===== config.mk =====
export PLATFORM = sky130hd
export DESIGN_NAME = gradient_level_table_flat
export DESIGN_NICKNAME = d
export VERILOG_FILES = /design/src/rtl/gl_pkg.sv /design/src/rtl/gl_item_if.sv /design/src/rtl/gl_result_if.sv /design/src/rtl/gl_cfg_if.sv /design/src/rtl/gl_ctrl.sv /design/src/rtl/gl_dp.sv /design/src/rtl/gradient_level_table.sv /design/src/flat_wrapper.sv
export SDC_FILE = /design/constraint.sdc
export NUM_CORES = 1
export LEC_CHECK = 0
export BUFFER_PORTS_ARGS = -buffer_cell sky130_fd_sc_hd__buf_2
export CAP_MARGIN = 10
export CELL_PAD_IN_SITES_DETAIL_PLACEMENT = 0
export CELL_PAD_IN_SITES_GLOBAL_PLACEMENT = 1
export CORE_UTILIZATION = 55
export CTS_CLUSTER_SIZE = 10
export DETAILED_ROUTE_END_ITERATION = 8
export PLACE_DENSITY = 0.8
export REMOVE_ABC_BUFFERS = 1
export SETUP_SLACK_MARGIN = 0.2
export SLEW_MARGIN = 30
export SYNTH_ARGS = -nofsm -noshare
export SYNTH_HDL_FRONTEND = slang
export SYNTH_SLANG_ARGS = --single-unit

===== constraint.sdc =====
create_clock -name i_clk -period 17 [get_ports i_clk]
set_input_delay 4.25 -clock i_clk [delete_from_list [all_inputs] [get_ports i_clk]]
set_output_delay 4.25 -clock i_clk [all_outputs]
set_load 0.05 [all_outputs]

===== src/rtl/gl_pkg.sv =====
`default_nettype none
// ----------------------------------------------------------------------------
// gl_pkg: shared definitions for the gradient level table
// Field widths, register and command codes, controller/datapath structs and
// the divide-by-255 helper used in the output scaling.
// ----------------------------------------------------------------------------
package gl_pkg;

    localparam int DEF_MAX_POINTS = 32;
    localparam int DEF_MAX_TABLE  = 4096;

    localparam int W_CMD      = 1;
    localparam int W_SLOT     = 5;
    localparam int W_POS      = 11;
    localparam int W_LVL      = 8;
    localparam int W_IDX      = 12;
    localparam int W_SIZE     = 13;
    localparam int W_SCALE    = 8;
    localparam int W_CFG_IDX  = 2;
    localparam int W_CFG_DATA = 13;

    // positions are fixed point with ten fraction bits of the table range
    localparam int POS_FRAC  = 10;
    localparam int POS_STEPS = POS_FRAC + 1;
    localparam int LVL_STEPS = W_LVL;
    localparam int W_DV      = W_SIZE;
    localparam int W_DVQ     = POS_STEPS;
    localparam int W_NUM     = W_LVL + W_POS;
    localparam int W_PROD    = W_LVL + W_SCALE;
    localparam int W_CNT     = 4;

    localparam logic [W_CMD-1:0] CMD_WRITE = 1'b0;
    localparam logic [W_CMD-1:0] CMD_QUERY = 1'b1;

    localparam logic [W_CFG_IDX-1:0] CFG_TABLE_SIZE = 2'd0;
    localparam logic [W_CFG_IDX-1:0] CFG_SCALE      = 2'd1;
    localparam logic [W_CFG_IDX-1:0] CFG_REVERSE    = 2'd2;

    localparam logic [W_SIZE-1:0]  RST_TABLE_SIZE = 13'd256;
    localparam logic [W_SCALE-1:0] RST_SCALE      = 8'd255;
    localparam logic               RST_REVERSE    = 1'b0;

    typedef struct packed {
        logic accept_write;
        logic accept_query;
        logic div_step;
        logic srch_start;
        logic srch_step;
        logic fetch_lo;
        logic fetch_hi;
        logic fetch_end;
        logic calc;
        logic adj;
        logic scale_mul;
        logic out_load;
    } t_dp_cmd;

    typedef struct packed {
        logic size_small;
        logic srch_more;
        logic srch_last;
        logic direct;
        logic out_free;
    } t_dp_stat;

    // exact floor(x / 255) for x up to 255 * 255
    function automatic logic [W_LVL-1:0] div255(input logic [W_PROD-1:0] x);
        logic [W_PROD:0] t;
        t = {1'b0, x} + {{(W_LVL+1){1'b0}}, x[W_PROD-1:W_LVL]} + 1'b1;
        return t[W_PROD-1:W_LVL];
    endfunction

endpackage
`default_nettype wire


===== src/rtl/gl_item_if.sv =====
`default_nettype none
// ----------------------------------------------------------------------------
// gl_item_if: input item channel
// Valid/ready channel carrying one control point write or one table query.
// ----------------------------------------------------------------------------
interface gl_item_if;
    import gl_pkg::*;

    logic              valid;
    logic              ready;
    logic [W_CMD-1:0]  cmd;
    logic [W_SLOT-1:0] point_slot;
    logic [W_POS-1:0]  point_position;
    logic [W_LVL-1:0]  point_level;
    logic [W_IDX-1:0]  entry_index;

    modport source (
        output valid, cmd, point_slot, point_position, point_level, entry_index,
        input  ready
    );
    modport sink (
        input  valid, cmd, point_slot, point_position, point_level, entry_index,
        output ready
    );
endinterface
`default_nettype wire


===== src/rtl/gl_result_if.sv =====
`default_nettype none
// ----------------------------------------------------------------------------
// gl_result_if: result channel
// Valid/ready channel carrying one scaled level per query.
// ----------------------------------------------------------------------------
interface gl_result_if;
    import gl_pkg::*;

    logic             valid;
    logic             ready;
    logic [W_LVL-1:0] level;
    logic             out_of_range;

    modport source (output valid, level, out_of_range, input ready);
    modport sink   (input valid, level, out_of_range, output ready);
endinterface
`default_nettype wire


===== src/rtl/gl_cfg_if.sv =====
`default_nettype none
// ----------------------------------------------------------------------------
// gl_cfg_if: configuration write channel
// Valid/ready channel carrying a register index and its write data.
// ----------------------------------------------------------------------------
interface gl_cfg_if;
    import gl_pkg::*;

    logic                  valid;
    logic                  ready;
    logic [W_CFG_IDX-1:0]  index;
    logic [W_CFG_DATA-1:0] data;

    modport source (output valid, index, data, input ready);
    modport sink   (input valid, index, data, output ready);
endinterface
`default_nettype wire


===== src/rtl/gl_ctrl.sv =====
`default_nettype none
// ----------------------------------------------------------------------------
// gl_ctrl: query sequencer
// Steps the datapath through position divide, segment search, point fetch,
// interpolation divide and scaling, one query at a time.
// ----------------------------------------------------------------------------
module gl_ctrl (
    input  logic                          i_clk,
    input  logic                          i_rst_n,
    input  logic                          i_item_valid,
    input  logic [gl_pkg::W_CMD-1:0]      i_item_cmd,
    input  gl_pkg::t_dp_stat              i_stat,
    output logic                          o_item_ready,
    output gl_pkg::t_dp_cmd               o_cmd
);
    import gl_pkg::*;

    localparam logic [3:0] S_IDLE  = 4'd0;
    localparam logic [3:0] S_DIV   = 4'd1;
    localparam logic [3:0] S_SRCH0 = 4'd2;
    localparam logic [3:0] S_SRCH  = 4'd3;
    localparam logic [3:0] S_F0    = 4'd4;
    localparam logic [3:0] S_F1    = 4'd5;
    localparam logic [3:0] S_F2    = 4'd6;
    localparam logic [3:0] S_CALC  = 4'd7;
    localparam logic [3:0] S_IDIV  = 4'd8;
    localparam logic [3:0] S_ADJ   = 4'd9;
    localparam logic [3:0] S_SCALE = 4'd10;
    localparam logic [3:0] S_OUT   = 4'd11;

    logic [3:0]       r_state, n_state;
    logic [W_CNT-1:0] r_cnt, n_cnt;

    assign o_item_ready = (r_state == S_IDLE);

    always_comb begin
        n_state = r_state;
        n_cnt   = r_cnt;
        o_cmd   = '0;
        case (r_state)
            S_IDLE: begin
                if (i_item_valid) begin
                    if (i_item_cmd == CMD_QUERY) begin
                        o_cmd.accept_query = 1'b1;
                        n_cnt   = W_CNT'(POS_STEPS - 1);
                        n_state = i_stat.size_small ? S_SRCH0 : S_DIV;
                    end else begin
                        o_cmd.accept_write = 1'b1;
                    end
                end
            end
            S_DIV: begin
                o_cmd.div_step = 1'b1;
                n_cnt = r_cnt - 1'b1;
                if (r_cnt == '0) begin
                    n_state = S_SRCH0;
                end
            end
            S_SRCH0: begin
                o_cmd.srch_start = 1'b1;
                n_state = S_SRCH;
            end
            S_SRCH: begin
                o_cmd.srch_step = 1'b1;
                if (!i_stat.srch_more || i_stat.srch_last) begin
                    n_state = S_F0;
                end
            end
            S_F0: begin
                o_cmd.fetch_lo = 1'b1;
                n_state = S_F1;
            end
            S_F1: begin
                o_cmd.fetch_hi = 1'b1;
                n_state = S_F2;
            end
            S_F2: begin
                o_cmd.fetch_end = 1'b1;
                n_state = S_CALC;
            end
            S_CALC: begin
                o_cmd.calc = 1'b1;
                n_cnt   = W_CNT'(LVL_STEPS - 1);
                n_state = i_stat.direct ? S_SCALE : S_IDIV;
            end
            S_IDIV: begin
                o_cmd.div_step = 1'b1;
                n_cnt = r_cnt - 1'b1;
                if (r_cnt == '0) begin
                    n_state = S_ADJ;
                end
            end
            S_ADJ: begin
                o_cmd.adj = 1'b1;
                n_state = S_SCALE;
            end
            S_SCALE: begin
                o_cmd.scale_mul = 1'b1;
                n_state = S_OUT;
            end
            S_OUT: begin
                // hold until the output register can take the beat
                if (i_stat.out_free) begin
                    o_cmd.out_load = 1'b1;
                    n_state = S_IDLE;
                end
            end
            default: begin
                n_state = S_IDLE;
            end
        endcase
    end

    always_ff @(posedge i_clk) begin
        if (!i_rst_n) begin
            r_state <= S_IDLE;
            r_cnt   <= '0;
        end else begin
            r_state <= n_state;
            r_cnt   <= n_cnt;
        end
    end

endmodule
`default_nettype wire


===== src/rtl/gl_dp.sv =====
`default_nettype none
// ----------------------------------------------------------------------------
// gl_dp: gradient table datapath
// Configuration registers, control point memory, shared restoring divider,
// segment search pointer, interpolation and scaling, output register.
// ----------------------------------------------------------------------------
module gl_dp #(
    parameter int MAX_POINTS = gl_pkg::DEF_MAX_POINTS,
    parameter int MAX_TABLE  = gl_pkg::DEF_MAX_TABLE
) (
    input  logic                           i_clk,
    input  logic                           i_rst_n,
    input  gl_pkg::t_dp_cmd                i_cmd,
    output gl_pkg::t_dp_stat               o_stat,
    input  logic [gl_pkg::W_SLOT-1:0]      i_point_slot,
    input  logic [gl_pkg::W_POS-1:0]       i_point_position,
    input  logic [gl_pkg::W_LVL-1:0]       i_point_level,
    input  logic [gl_pkg::W_IDX-1:0]       i_entry_index,
    input  logic                           i_cfg_valid,
    input  logic [gl_pkg::W_CFG_IDX-1:0]   i_cfg_index,
    input  logic [gl_pkg::W_CFG_DATA-1:0]  i_cfg_data,
    input  logic                           i_out_ready,
    output logic                           o_out_valid,
    output logic [gl_pkg::W_LVL-1:0]       o_level,
    output logic                           o_out_of_range
);
    import gl_pkg::*;

    localparam int PW = $clog2(MAX_POINTS);
    localparam logic [PW-1:0] K_LAST = PW'(MAX_POINTS - 2);

    // configuration
    logic [W_SIZE-1:0]  r_table_size;
    logic [W_SCALE-1:0] r_scale;
    logic               r_reverse;

    // control point memory
    logic [W_POS-1:0] r_pos_mem [MAX_POINTS];
    logic [W_LVL-1:0] r_lvl_mem [MAX_POINTS];
    logic [W_POS-1:0] r_pos_rd;
    logic [W_LVL-1:0] r_lvl_rd;
    logic [PW-1:0]    rd_addr;
    logic [PW-1:0]    wr_addr;
    logic             slot_ok;

    // shared divider
    logic [W_DV-1:0]  r_dv_rem;
    logic [W_DV-1:0]  r_dv_div;
    logic [W_DVQ-1:0] r_dv_bits;
    logic [W_DVQ-1:0] r_dv_quo;
    logic [W_DV:0]    dv_try;
    logic [W_DV:0]    dv_sub;
    logic             dv_ge;

    // query state
    logic [PW-1:0]     r_k;
    logic              r_beyond;
    logic              r_oor;
    logic [W_POS-1:0]  r_pos;
    logic [W_POS-1:0]  r_p0;
    logic [W_POS-1:0]  r_p1;
    logic [W_LVL-1:0]  r_l0;
    logic [W_LVL-1:0]  r_l1;
    logic [W_LVL-1:0]  r_c;
    logic              r_neg;
    logic [W_PROD-1:0] r_prod;

    // output register
    logic              r_out_valid;
    logic [W_LVL-1:0]  r_level;
    logic              r_out_oor;

    logic [W_SIZE-1:0] size;
    logic [W_SIZE-1:0] size_m1;
    logic [W_SIZE-1:0] idx_in;
    logic              idx_oor;
    logic [W_SIZE-1:0] idx_clamp;
    logic [W_SIZE-1:0] idx_eff;

    logic              below;
    logic              lvl_neg;
    logic [W_LVL-1:0]  lvl_mag;
    logic [W_POS-1:0]  pos_off;
    logic [W_POS-1:0]  span;
    logic [W_NUM-1:0]  num;

    // ---- query setup: clamp, mirror, position divider operands ----
    assign size = (32'(r_table_size) > 32'(MAX_TABLE)) ? W_SIZE'(MAX_TABLE) : r_table_size;
    assign size_m1   = size - 1'b1;
    assign idx_in    = {1'b0, i_entry_index};
    assign idx_oor   = (idx_in >= size);
    assign idx_clamp = idx_oor ? ((size == '0) ? '0 : size_m1) : idx_in;
    assign idx_eff   = r_reverse ? (size_m1 - idx_clamp) : idx_clamp;

    // ---- divider step: shift in one dividend bit, subtract if it fits ----
    assign dv_try = {r_dv_rem, r_dv_bits[W_DVQ-1]};
    assign dv_sub = dv_try - {1'b0, r_dv_div};
    assign dv_ge  = (dv_try >= {1'b0, r_dv_div});

    // ---- interpolation operands ----
    assign below   = (r_pos < r_p0);
    assign lvl_neg = (r_l1 < r_l0);
    assign lvl_mag = lvl_neg ? (r_l0 - r_l1) : (r_l1 - r_l0);
    assign pos_off = r_pos - r_p0;
    assign span    = r_p1 - r_p0;
    assign num     = W_NUM'(lvl_mag) * W_NUM'(pos_off);

    // ---- memory ----
    assign slot_ok = (32'(i_point_slot) < 32'(MAX_POINTS));
    assign wr_addr = PW'(i_point_slot);

    always_comb begin
        if (i_cmd.srch_start) begin
            rd_addr = PW'(1);
        end else if (i_cmd.fetch_lo) begin
            rd_addr = r_k;
        end else if (i_cmd.fetch_hi) begin
            rd_addr = r_k + PW'(1);
        end else begin
            // search runs one point ahead of the compare
            rd_addr = r_k + PW'(2);
        end
    end

    always_ff @(posedge i_clk) begin
        if (i_cmd.accept_write && slot_ok) begin
            r_pos_mem[wr_addr] <= i_point_position;
            r_lvl_mem[wr_addr] <= i_point_level;
        end
        r_pos_rd <= r_pos_mem[rd_addr];
        r_lvl_rd <= r_lvl_mem[rd_addr];
    end

    // ---- control registers ----
    always_ff @(posedge i_clk) begin
        if (!i_rst_n) begin
            r_table_size <= RST_TABLE_SIZE;
            r_scale      <= RST_SCALE;
            r_reverse    <= RST_REVERSE;
            r_out_valid  <= 1'b0;
        end else begin
            if (i_cfg_valid) begin
                case (i_cfg_index)
                    CFG_TABLE_SIZE: r_table_size <= i_cfg_data[W_SIZE-1:0];
                    CFG_SCALE:      r_scale      <= i_cfg_data[W_SCALE-1:0];
                    CFG_REVERSE:    r_reverse    <= i_cfg_data[0];
                    default:        ;
                endcase
            end
            if (i_cmd.out_load) begin
                r_out_valid <= 1'b1;
            end else if (i_out_ready) begin
                r_out_valid <= 1'b0;
            end
        end
    end

    // ---- payload registers ----
    always_ff @(posedge i_clk) begin
        if (i_cmd.accept_query) begin
            r_oor     <= idx_oor;
            r_dv_rem  <= {1'b0, idx_eff[W_SIZE-1:1]};
            r_dv_div  <= size_m1;
            r_dv_bits <= {idx_eff[0], {POS_FRAC{1'b0}}};
            r_dv_quo  <= '0;
        end
        if (i_cmd.div_step) begin
            r_dv_rem  <= dv_ge ? dv_sub[W_DV-1:0] : dv_try[W_DV-1:0];
            r_dv_bits <= {r_dv_bits[W_DVQ-2:0], 1'b0};
            r_dv_quo  <= {r_dv_quo[W_DVQ-2:0], dv_ge};
        end
        if (i_cmd.srch_start) begin
            r_k      <= '0;
            r_beyond <= 1'b0;
            r_pos    <= r_dv_quo;
        end
        if (i_cmd.srch_step && o_stat.srch_more) begin
            r_k <= r_k + 1'b1;
            if (o_stat.srch_last) begin
                r_beyond <= 1'b1;
            end
        end
        if (i_cmd.fetch_hi) begin
            r_p0 <= r_pos_rd;
            r_l0 <= r_lvl_rd;
        end
        if (i_cmd.fetch_end) begin
            r_p1 <= r_pos_rd;
            r_l1 <= r_lvl_rd;
        end
        if (i_cmd.calc) begin
            r_oor     <= r_oor | r_beyond | below;
            r_c       <= r_l0;
            r_neg     <= lvl_neg;
            r_dv_rem  <= W_DV'(num[W_NUM-1:LVL_STEPS]);
            r_dv_div  <= W_DV'(span);
            r_dv_bits <= {num[LVL_STEPS-1:0], {(W_DVQ-LVL_STEPS){1'b0}}};
            r_dv_quo  <= '0;
        end
        if (i_cmd.adj) begin
            r_c <= r_neg ? (r_c - r_dv_quo[W_LVL-1:0]) : (r_c + r_dv_quo[W_LVL-1:0]);
        end
        if (i_cmd.scale_mul) begin
            r_prod <= W_PROD'(r_c) * W_PROD'(r_scale);
        end
        if (i_cmd.out_load) begin
            r_level   <= div255(r_prod);
            r_out_oor <= r_oor;
        end
    end

    assign o_stat.size_small = (size < W_SIZE'(2));
    assign o_stat.srch_more  = (r_pos > r_pos_rd);
    assign o_stat.srch_last  = (r_k == K_LAST);
    assign o_stat.direct     = r_beyond | below | (r_p1 == r_p0);
    assign o_stat.out_free   = !r_out_valid || i_out_ready;

    assign o_out_valid    = r_out_valid;
    assign o_level        = r_level;
    assign o_out_of_range = r_out_oor;

endmodule
`default_nettype wire


===== src/rtl/gradient_level_table.sv =====
`default_nettype none
// ----------------------------------------------------------------------------
// gradient_level_table: piecewise linear level table
// Stores gradient control points and answers table queries with the
// interpolated, scaled level.
//
//   channel    dir   handshake        beat contents
//   i_item     in    valid/ready      cmd, point_slot, point_position,
//                                     point_level, entry_index
//   o_result   out   valid/ready      level, out_of_range
//   i_cfg      in    valid/ready      index, data (ready always high)
//
// A point write is taken in idle and leaves the input ready. A query runs, up
// to the result register, through the position divide, serial search reads on
// the point memory port for the segment k (k < MAX_POINTS), 3 fetches, the
// interpolation divide, and setup and scaling; no new item is taken until the
// result is loaded. A segment needing no divide skips the interpolation
// divide; a table size below two skips the position divide. Synchronous
// active-low reset idles the sequencer, loads the configuration defaults and
// drops result valid; the point memory and query registers are not cleared.
// A stalled result holds in its register and the next item is taken meanwhile.
// ----------------------------------------------------------------------------
module gradient_level_table #(
    parameter int MAX_POINTS = gl_pkg::DEF_MAX_POINTS,
    parameter int MAX_TABLE  = gl_pkg::DEF_MAX_TABLE
) (
    input  logic          i_clk,
    input  logic          i_rst_n,
    gl_item_if.sink       i_item,
    gl_result_if.source   o_result,
    gl_cfg_if.sink        i_cfg
);
    import gl_pkg::*;

    t_dp_cmd  dp_cmd;
    t_dp_stat dp_stat;
    logic     item_ready;

    assign i_item.ready = item_ready;
    assign i_cfg.ready  = 1'b1;

    gl_ctrl u_ctrl (
        .i_clk        (i_clk),
        .i_rst_n      (i_rst_n),
        .i_item_valid (i_item.valid),
        .i_item_cmd   (i_item.cmd),
        .i_stat       (dp_stat),
        .o_item_ready (item_ready),
        .o_cmd        (dp_cmd)
    );

    gl_dp #(
        .MAX_POINTS (MAX_POINTS),
        .MAX_TABLE  (MAX_TABLE)
    ) u_dp (
        .i_clk            (i_clk),
        .i_rst_n          (i_rst_n),
        .i_cmd            (dp_cmd),
        .o_stat           (dp_stat),
        .i_point_slot     (i_item.point_slot),
        .i_point_position (i_item.point_position),
        .i_point_level    (i_item.point_level),
        .i_entry_index    (i_item.entry_index),
        .i_cfg_valid      (i_cfg.valid),
        .i_cfg_index      (i_cfg.index),
        .i_cfg_data       (i_cfg.data),
        .i_out_ready      (o_result.ready),
        .o_out_valid      (o_result.valid),
        .o_level          (o_result.level),
        .o_out_of_range   (o_result.out_of_range)
    );

`ifndef NO_ASSERTIONS
    a_cmd_onehot: assert property (@(posedge i_clk) disable iff (!i_rst_n)
        $onehot0(dp_cmd))
        else $error("more than one datapath command at once");

    a_query_busy: assert property (@(posedge i_clk) disable iff (!i_rst_n)
        (i_item.valid && i_item.ready && i_item.cmd == CMD_QUERY) |=> !i_item.ready)
        else $error("input taken while a query is in flight");

    a_write_idle: assert property (@(posedge i_clk) disable iff (!i_rst_n)
        (i_item.valid && i_item.ready && i_item.cmd == CMD_WRITE) |=> i_item.ready)
        else $error("point write left the sequencer busy");

    a_no_overwrite: assert property (@(posedge i_clk) disable iff (!i_rst_n)
        dp_cmd.out_load |-> (!o_result.valid || o_result.ready))
        else $error("result register overwritten before its beat was taken");

    a_result_source: assert property (@(posedge i_clk) disable iff (!i_rst_n)
        $rose(o_result.valid) |-> $past(dp_cmd.out_load))
        else $error("result valid rose without a result load");
`endif

endmodule
`default_nettype wire

===== src/flat_wrapper.sv =====
// flat-port wrapper written by rule: the top's interface ports become plain ports
module gradient_level_table_flat import gl_pkg::*;
#(
    parameter int MAX_POINTS = gl_pkg::DEF_MAX_POINTS,
    parameter int MAX_TABLE  = gl_pkg::DEF_MAX_TABLE
)
  (i_clk, i_rst_n, i_item_valid, i_item_cmd, i_item_point_slot, i_item_point_position, i_item_point_level, i_item_entry_index, i_item_ready, o_result_valid, o_result_level, o_result_out_of_range, o_result_ready, i_cfg_valid, i_cfg_index, i_cfg_data, i_cfg_ready);
  gl_item_if i_item_i ();
  gl_result_if o_result_i ();
  gl_cfg_if i_cfg_i ();
  input  logic i_clk;
  input  logic i_rst_n;
  input wire logic [$bits(i_item_i.valid)-1:0] i_item_valid;
  input wire logic [$bits(i_item_i.cmd)-1:0] i_item_cmd;
  input wire logic [$bits(i_item_i.point_slot)-1:0] i_item_point_slot;
  input wire logic [$bits(i_item_i.point_position)-1:0] i_item_point_position;
  input wire logic [$bits(i_item_i.point_level)-1:0] i_item_point_level;
  input wire logic [$bits(i_item_i.entry_index)-1:0] i_item_entry_index;
  output wire logic [$bits(i_item_i.ready)-1:0] i_item_ready;
  output wire logic [$bits(o_result_i.valid)-1:0] o_result_valid;
  output wire logic [$bits(o_result_i.level)-1:0] o_result_level;
  output wire logic [$bits(o_result_i.out_of_range)-1:0] o_result_out_of_range;
  input wire logic [$bits(o_result_i.ready)-1:0] o_result_ready;
  input wire logic [$bits(i_cfg_i.valid)-1:0] i_cfg_valid;
  input wire logic [$bits(i_cfg_i.index)-1:0] i_cfg_index;
  input wire logic [$bits(i_cfg_i.data)-1:0] i_cfg_data;
  output wire logic [$bits(i_cfg_i.ready)-1:0] i_cfg_ready;
  assign i_item_i.valid = i_item_valid;
  assign i_item_i.cmd = i_item_cmd;
  assign i_item_i.point_slot = i_item_point_slot;
  assign i_item_i.point_position = i_item_point_position;
  assign i_item_i.point_level = i_item_point_level;
  assign i_item_i.entry_index = i_item_entry_index;
  assign i_item_ready = i_item_i.ready;
  assign o_result_valid = o_result_i.valid;
  assign o_result_level = o_result_i.level;
  assign o_result_out_of_range = o_result_i.out_of_range;
  assign o_result_i.ready = o_result_ready;
  assign i_cfg_i.valid = i_cfg_valid;
  assign i_cfg_i.index = i_cfg_index;
  assign i_cfg_i.data = i_cfg_data;
  assign i_cfg_ready = i_cfg_i.ready;
  gradient_level_table #(.MAX_POINTS(MAX_POINTS), .MAX_TABLE(MAX_TABLE)) u_core (.i_clk(i_clk), .i_rst_n(i_rst_n), .i_item(i_item_i), .o_result(o_result_i), .i_cfg(i_cfg_i));
endmodule

### Yosys cells after proc, flatten, opt, wreduce, memory -nomap -nowiden

Memories as Yosys holds them, arrays and structs flattened. A register that Yosys moved wholly into a read port is not among the register bits.
Cells that the tools add are included.

| storage, ports and cells | value |
|---|---|
| register bits after elaboration | 168 |
| RAM bits | 608 |
| input bits | 57 |
| output and inout port bits | 12 |
| logic and storage cells | 158 |
| memories kept | 2 |

| operators by class | value |
|---|---|
| $add $sub $neg | 14 |
| multipliers | 2 |
| $lt $le $gt $ge | 7 |
| eq/ne operators | 21 |
| mux-type cells | 60 |
| bitwise operators | 4 |
| reduce and logical (&&, ||, !) cells | 22 |

Memories:

| name | words | width | rd ports | clocked after Yosys merged registers in | wr ports | line | source |
|---|---|---|---|---|---|---|---|
| u_core.u_dp.r_pos_mem | 32 | 11 | 1 | 1 | 1 | gl_dp.sv:38 | `logic [W_POS-1:0] r_pos_mem [MAX_POINTS];` |
| u_core.u_dp.r_lvl_mem | 32 | 8 | 1 | 1 | 1 | gl_dp.sv:39 | `logic [W_LVL-1:0] r_lvl_mem [MAX_POINTS];` |

Operators with widths:

| cell | number |
|---|---|
| $mux 13 | 7 |
| $mux 11 | 8 |
| $pmux 4 s12 | 1 |
| $mux 4 | 8 |
| $mux 8 | 4 |
| $sub 13x13->13 | 2 |
| $mux 5 | 5 |
| $sub 8x8->8 | 3 |
| $mux 1 | 22 |
| $sub 11x11->11 | 2 |
| $mul 8x11->19 | 1 |
| $add 16x1->16 const B | 1 |
| $add 16x8->16 | 1 |
| $eq 4x3->1 const B | 4 |
| $eq 4x4->1 const B | 4 |
| $mul 8x8->16 | 1 |
| $ge 14x13->1 | 1 |
| $ge 12x13->1 | 1 |
| $gt 13x13->1 const B | 1 |
| $logic_not 13->1 | 1 |
| $lt 13x2->1 const B | 1 |
| $sub 13x1->13 const B | 1 |
| $pmux 4 s3 | 1 |
| $eq 11x11->1 | 1 |
| other kinds (27) | 48 |

### Logic depth before layout (Yosys ltp)

| depth | value |
|---|---|
| depth in word-level cells | 10 |
| gate-level depth with buffers | 30 |
| gate-level depth less buffers | 29 |

### Modules after synthesis

Synthesis repeated with hierarchy kept, for this count alone.

| unflattened totals | value |
|---|---|
| cells, all modules | 2717 |
| area, all modules | 39485.4 um^2 |

By module, submodules not included:

| module | instances | cells an instance | area each (um^2) |
|---|---|---|---|
| gl_dp | 1 | 2628 | 38801.0 |
| gl_ctrl | 1 | 87 | 673.1 |
| gradient_level_table | 1 | 2 | 11.3 |

### Worst setup path after synthesis

No wires, ideal clock.

| timing | value |
|---|---|
| kind | in2reg |
| start | input port i_item_entry_index[8] |
| end | register u_core.u_dp.r_dv_rem[5] (data pin) |
| library setup time | 255 ps |
| arrival | 7447 ps |
| slack | 9298 ps |
| stages | 18 |
| buffers on the path | 1 |
| cells stage by stage | ha_1 > a21o_1 > a2111oi_0 > o21ai_0 > nand2_1 > buf_2 > mux2_2 > ha_1 > inv_1 > fa_1 > a21oi_1 > o21ai_0 > o21a_1 > nor2_1 > xnor2_1 > a21oi_1 > o21ai_0 > and3_1 |

| between the ends | value |
|---|---|
| longest elaborated chain between the ends | 7 |

Ends and longest elaborated chain:

| element | line | source |
|---|---|---|
| from (decl) | flat_wrapper.sv:18 | `input wire logic [$bits(i_item_i.entry_index)-1:0] i_item_entry_index;` |
| $ge 12x13->1 * | gl_dp.sv:91 | `assign idx_oor = (idx_in >= size);` |
| $mux 13 * | gl_dp.sv:92 | `assign idx_clamp = idx_oor ? ((size == '0) ? '0 : size_m1) : idx_in;` |
| $sub 13x13->13 | gl_dp.sv:93 | `assign idx_eff = r_reverse ? (size_m1 - idx_clamp) : idx_clamp;` |
| $mux 13 * | gl_dp.sv:93 |  |
| $mux 13 * | gl_dp.sv:160 | `if (i_cmd.accept_query) begin` |
| $mux 13 * | gl_dp.sv:167 | `if (i_cmd.div_step) begin` |
| $mux 11 * | gl_dp.sv:191 | `if (i_cmd.calc) begin` |
| to (signal assigned) | gl_dp.sv:162 | `r_dv_rem <= {1'b0, idx_eff[W_SIZE-1:1]};` |
| to (signal assigned) | gl_dp.sv:168 | `r_dv_rem <= dv_ge ? dv_sub[W_DV-1:0] : dv_try[W_DV-1:0];` |
| to (signal assigned) | gl_dp.sv:195 | `r_dv_rem <= W_DV'(num[W_NUM-1:LVL_STEPS]);` |
| to (decl) | gl_dp.sv:47 | `logic [W_DV-1:0] r_dv_rem;` |

Mark *: on every way between the ends. The rest lies on a longest branch, timed or not. The select of a mux whose other input is x is not followed.
A chain may end at the register's enable or synchronous reset.

### Worst setup path in the final report

| timing | value |
|---|---|
| start | register u_core.u_dp.r_l1[0] |
| end | register u_core.u_dp.r_dv_rem[8] (data pin) |

| between the ends | value |
|---|---|
| longest elaborated chain between the ends | 4 |
| elaborated cells on any way between the ends | 6 |
| those cells by class | add/sub (2); mul (1); order compare (1); mux (2) |

Ends and longest elaborated chain:

| element | line | source |
|---|---|---|
| from (decl) | gl_dp.sv:63 | `logic [W_LVL-1:0] r_l1;` |
| from (signal assigned) | gl_dp.sv:189 | `r_l1 <= r_lvl_rd;` |
| $lt 8x8->1 | gl_dp.sv:102 | `assign lvl_neg = (r_l1 < r_l0);` |
| net u_core.u_dp.lvl_neg | gl_dp.sv:81 | `logic lvl_neg;` |
| $mux 8 | gl_dp.sv:103 | `assign lvl_mag = lvl_neg ? (r_l0 - r_l1) : (r_l1 - r_l0);` |
| $mul 8x11->19 | gl_dp.sv:106 | `assign num = W_NUM'(lvl_mag) * W_NUM'(pos_off);` |
| $mux 11 | gl_dp.sv:191 |  |

The timed path passes the listed nets, and every way through them passes these cells.

==> results.json <==
{
  "fin_crit_sh_pct": 48.7,
  "crit_type": "flip-flop to flip-flop",
  "synthCells": 2703,
  "stdcell_area_um2": 43400,
  "ant_nets": 0,
  "synthTopCellsByArea": "edfxtp_1 56%, mux4_2 8.7%, ha_1 5.8%, fa_1 4.9%, dfxtp_1 3.4%",
  "cp_max_fo": 11,
  "post-route-min-period_ns": 8.28,
  "maxSlewViolCount": 0,
  "port_buffers": 67,
  "layout-drive-gt1-share_pct": 17.1,
  "mappedNetlistArea_um2": 39300,
  "synth-seq-cells": 793,
  "clock_latency_ns": 0.68,
  "crit_required_ns": 17.46,
  "cts_post_setup_buffers_inserted": 0,
  "leakage_nw": 15.8,
  "antenna_found_initial": 3,
  "cts_buffers": 90,
  "grt_pass1_vias": 23550,
  "drt-initial-drc-count": 1892,
  "clock_path_buffers": 3,
  "ys_types": 87,
  "worst_slack_ns": 8.72,
  "setup_tns_ns": 0,
  "yosysMostFrequentCell": "edfxtp_1",
  "skew_ns": 0.0673,
  "outcome": "completed",
  "finalSetupViolations": 0,
  "synth_edf_count": 727,
  "layout.nets": 3143,
  "relSlewSlack_pct": 29.5,
  "drcViolationCount": 0,
  "viasPerCell": 5.99,
  "crit_path_start_kind": "flip-flop",
  "clock-sinks": 793,
  "die_w_um": 269,
  "grt_max_degree": 147,
  "coreArea_um2": 70400,
  "antennaDiodeCount": 0,
  "num_vias": 22717,
  "htreeDepth": 3,
  "area_growth_pct": 10.5,
  "ys_seq_area_share_pct": 58.9,
  "io_pins": 69,
  "overflow": 0,
  "rsz0062_at_grt": "false",
  "synthTopCellsByCount": "727 x edfxtp_1, 215 x inv_1, 190 x nor2_1",
  "start_util_pct": 55.8,
  "post_cts_resized": 0,
  "postRouteWirelength_mm": 89.9,
  "rows": 97,
  "dp_hpwl_mm": 58.4,
  "min_path_type": "flip-flop to flip-flop",
  "ctsHoldBuffers": 0,
  "grtUsageMet1_pct": 32.1,
  "dp_slack_ns": 8.62,
  "power_density_nw_per_um2": 188,
  "die_area_um2": 72500,
  "place_area_um2": 40800,
  "fillerInstances": 5217,
  "cp.arrival_ns": 8.74,
  "grt_pass1_wl_mm": 138,
  "clkTransAtPathRegs_ns": 0.06,
  "tightestPinTransition_ns": 1.05,
  "wl_per_cell_um": 23.7,
  "clock.fmax_ghz": 0.121,
  "yosysTopAreaCell": "edfxtp_1",
  "die_y_um": 269,
  "synth_area_per_cell_um2": 14.5,
  "power.total_w": 0.00818,
  "cts_root_buffer": "clkbuf_16",
  "synth_top_flop_cell": "edfxtp_1",
  "grt-busiest-layer": "met2",
  "endpoint_kind": "flip-flop",
  "synth_top_area_share_pct": 55.5,
  "hold_violations": 0,
  "yosys_warnings": 0,
  "async_reset_ff_share_pct": 0,
  "first_pass_iters": 5,
  "grt_use_met2_pct": 42.5,
  "place.gp.congestion": 0.900,
  "grt.met3_usage_pct": 3.64,
  "ir_worst_vdd_mv": 0.329,
  "cts_tree": "done",
  "track_usage_pct": 24.9,
  "maxCapViolCount": 0
}
[kinds of logic after synthesis]
group                    share of synthesized area [%]
multiplexers                                      11.5
adder cells (fa/ha/maj)                           10.7
other                                          0.00954
buffers and inverters                             3.45
flip-flops                                        58.9
AND/OR/NAND/NOR                                   7.55
XOR/XNOR                                          2.03
AO/OA/AOI/OAI                                     5.88
[critical path, stage by stage, from the launching register on]
cell	delay [ns]
edfxtp_1	0.41
inv_1	0.10
ha_1	0.15
inv_1	0.06
fa_1	0.41
a211oi_1	0.36
o21ai_2	0.14
nand2_2	0.21
mux2_2	0.39
a221o_1	0.37
o21ai_1	0.16
xor2_1	0.73
nor2_1	0.17
fa_1	0.55
fa_1	0.52
fa_1	0.54
inv_1	0.06
fa_1	0.52
inv_1	0.04
ha_1	0.33
a21oi_1	0.27
o21a_1	0.17
a31o_2	0.15
o31a_1	0.19
a21oi_1	0.11
a2111oi_0	0.78
a311oi_1	0.10
o31ai_1	0.10
[registers in the layout, summed over array words and instances (netlist names), 11 cells and up]
signal and flops:
u_core.u_dp.r_p1 11, u_core.u_dp.r_pos 11, u_core.u_dp.r_prod 16, u_core.u_dp.r_lvl_mem 256, u_core.u_dp.r_pos_rd 11, u_core.u_dp.r_pos_mem 352
u_core.u_dp.r_table_size 13, u_core.u_dp.r_p0 11, u_core.u_dp.r_dv_quo 11, u_core.u_dp.r_dv_div 13, u_core.u_dp.r_dv_rem 13
[per-stage QoR]
stage / hold WS, ns / instances / util (%)
CTS: 0.429 / 3790 / 61.7
detailed placement: 0.417 / 3656 / 57.9
floorplan: 0.404 / 2604 / -
global route: 0.446 / 3790 / 61.7
global placement: 0.408 / 3656 / 57.9
finish: 0.427 / 3790 / 61.7
[final cells by class]
cell class                 count  area [um2]  share of cell area (%)
clock inverter                 9         183                   0.421
clock buffer                 125        2440                    5.63
timing repair buffer         112         689                    1.59
tap                          940        1180                    2.71
multi-input combinational   1596       15000                    34.5
inverter                     215         807                    1.86
sequential                   793       23200                    53.3
[metal layers]
metal,vias up,part of all wire (%)
met4,6,4.0
met2,720,50
met3,213,5.2
met5,-,0.036
met1,11491,40
li1,10287,-
[cells in the final DEF, fill, tap and decap left out, types with 24 or more instances in the layout]
cell | netlist | routed
nor2_1 | 190 | 158
and2_1 | 42 | 42
fa_1 | 97 | 97
mux2_2 | 41 | 41
clkbuf_1 | 48 | 30
nor2_2 | 2 | 29
buf_2 | 19 | 67
nand2b_1 | 27 | 27
ha_1 | 181 | 181
dfxtp_1 | 66 | 66
xor2_1 | 31 | 30
buf_4 | 13 | 43
nand2_1 | 162 | 162
o21ai_0 | 74 | 74
nand3_1 | 43 | 43
nor2b_1 | 26 | 24
nor3_1 | 35 | 32
edfxtp_1 | 727 | 727
mux4_2 | 152 | 152
a21oi_1 | 76 | 76
o22ai_1 | 26 | 26
mux2i_1 | 62 | 61
xnor2_1 | 60 | 56
inv_1 | 215 | 214
clkbuf_16 | 0 | 91
[report_power, final]
group,internal [W],switching [W],leakage [nW]
clock network,0.000999,0.000750,1.26
logic,0.00175,0.00232,7.47
registers,0.00228,0.0000869,7.10
[final timing paths]
| path | from | depth (start not counted) | end | slack, ns |
|---|---|---|---|---|
| worst max-delay path | u_core.u_dp.r_l1[0] | 27 | u_core.u_dp.r_dv_rem[8] | 8.72 |
| worst min-delay path | u_core.u_dp.r_lvl_rd[6] | 0 | u_core.u_dp.r_l0[6] | 0.43 |
| worst max register to register | u_core.u_dp.r_l1[0] | 27 | u_core.u_dp.r_dv_rem[8] | 8.72 |
| worst min register to register | u_core.u_dp.r_lvl_rd[6] | 0 | u_core.u_dp.r_l0[6] | 0.43 |
(Power assumes the default switching activity.)
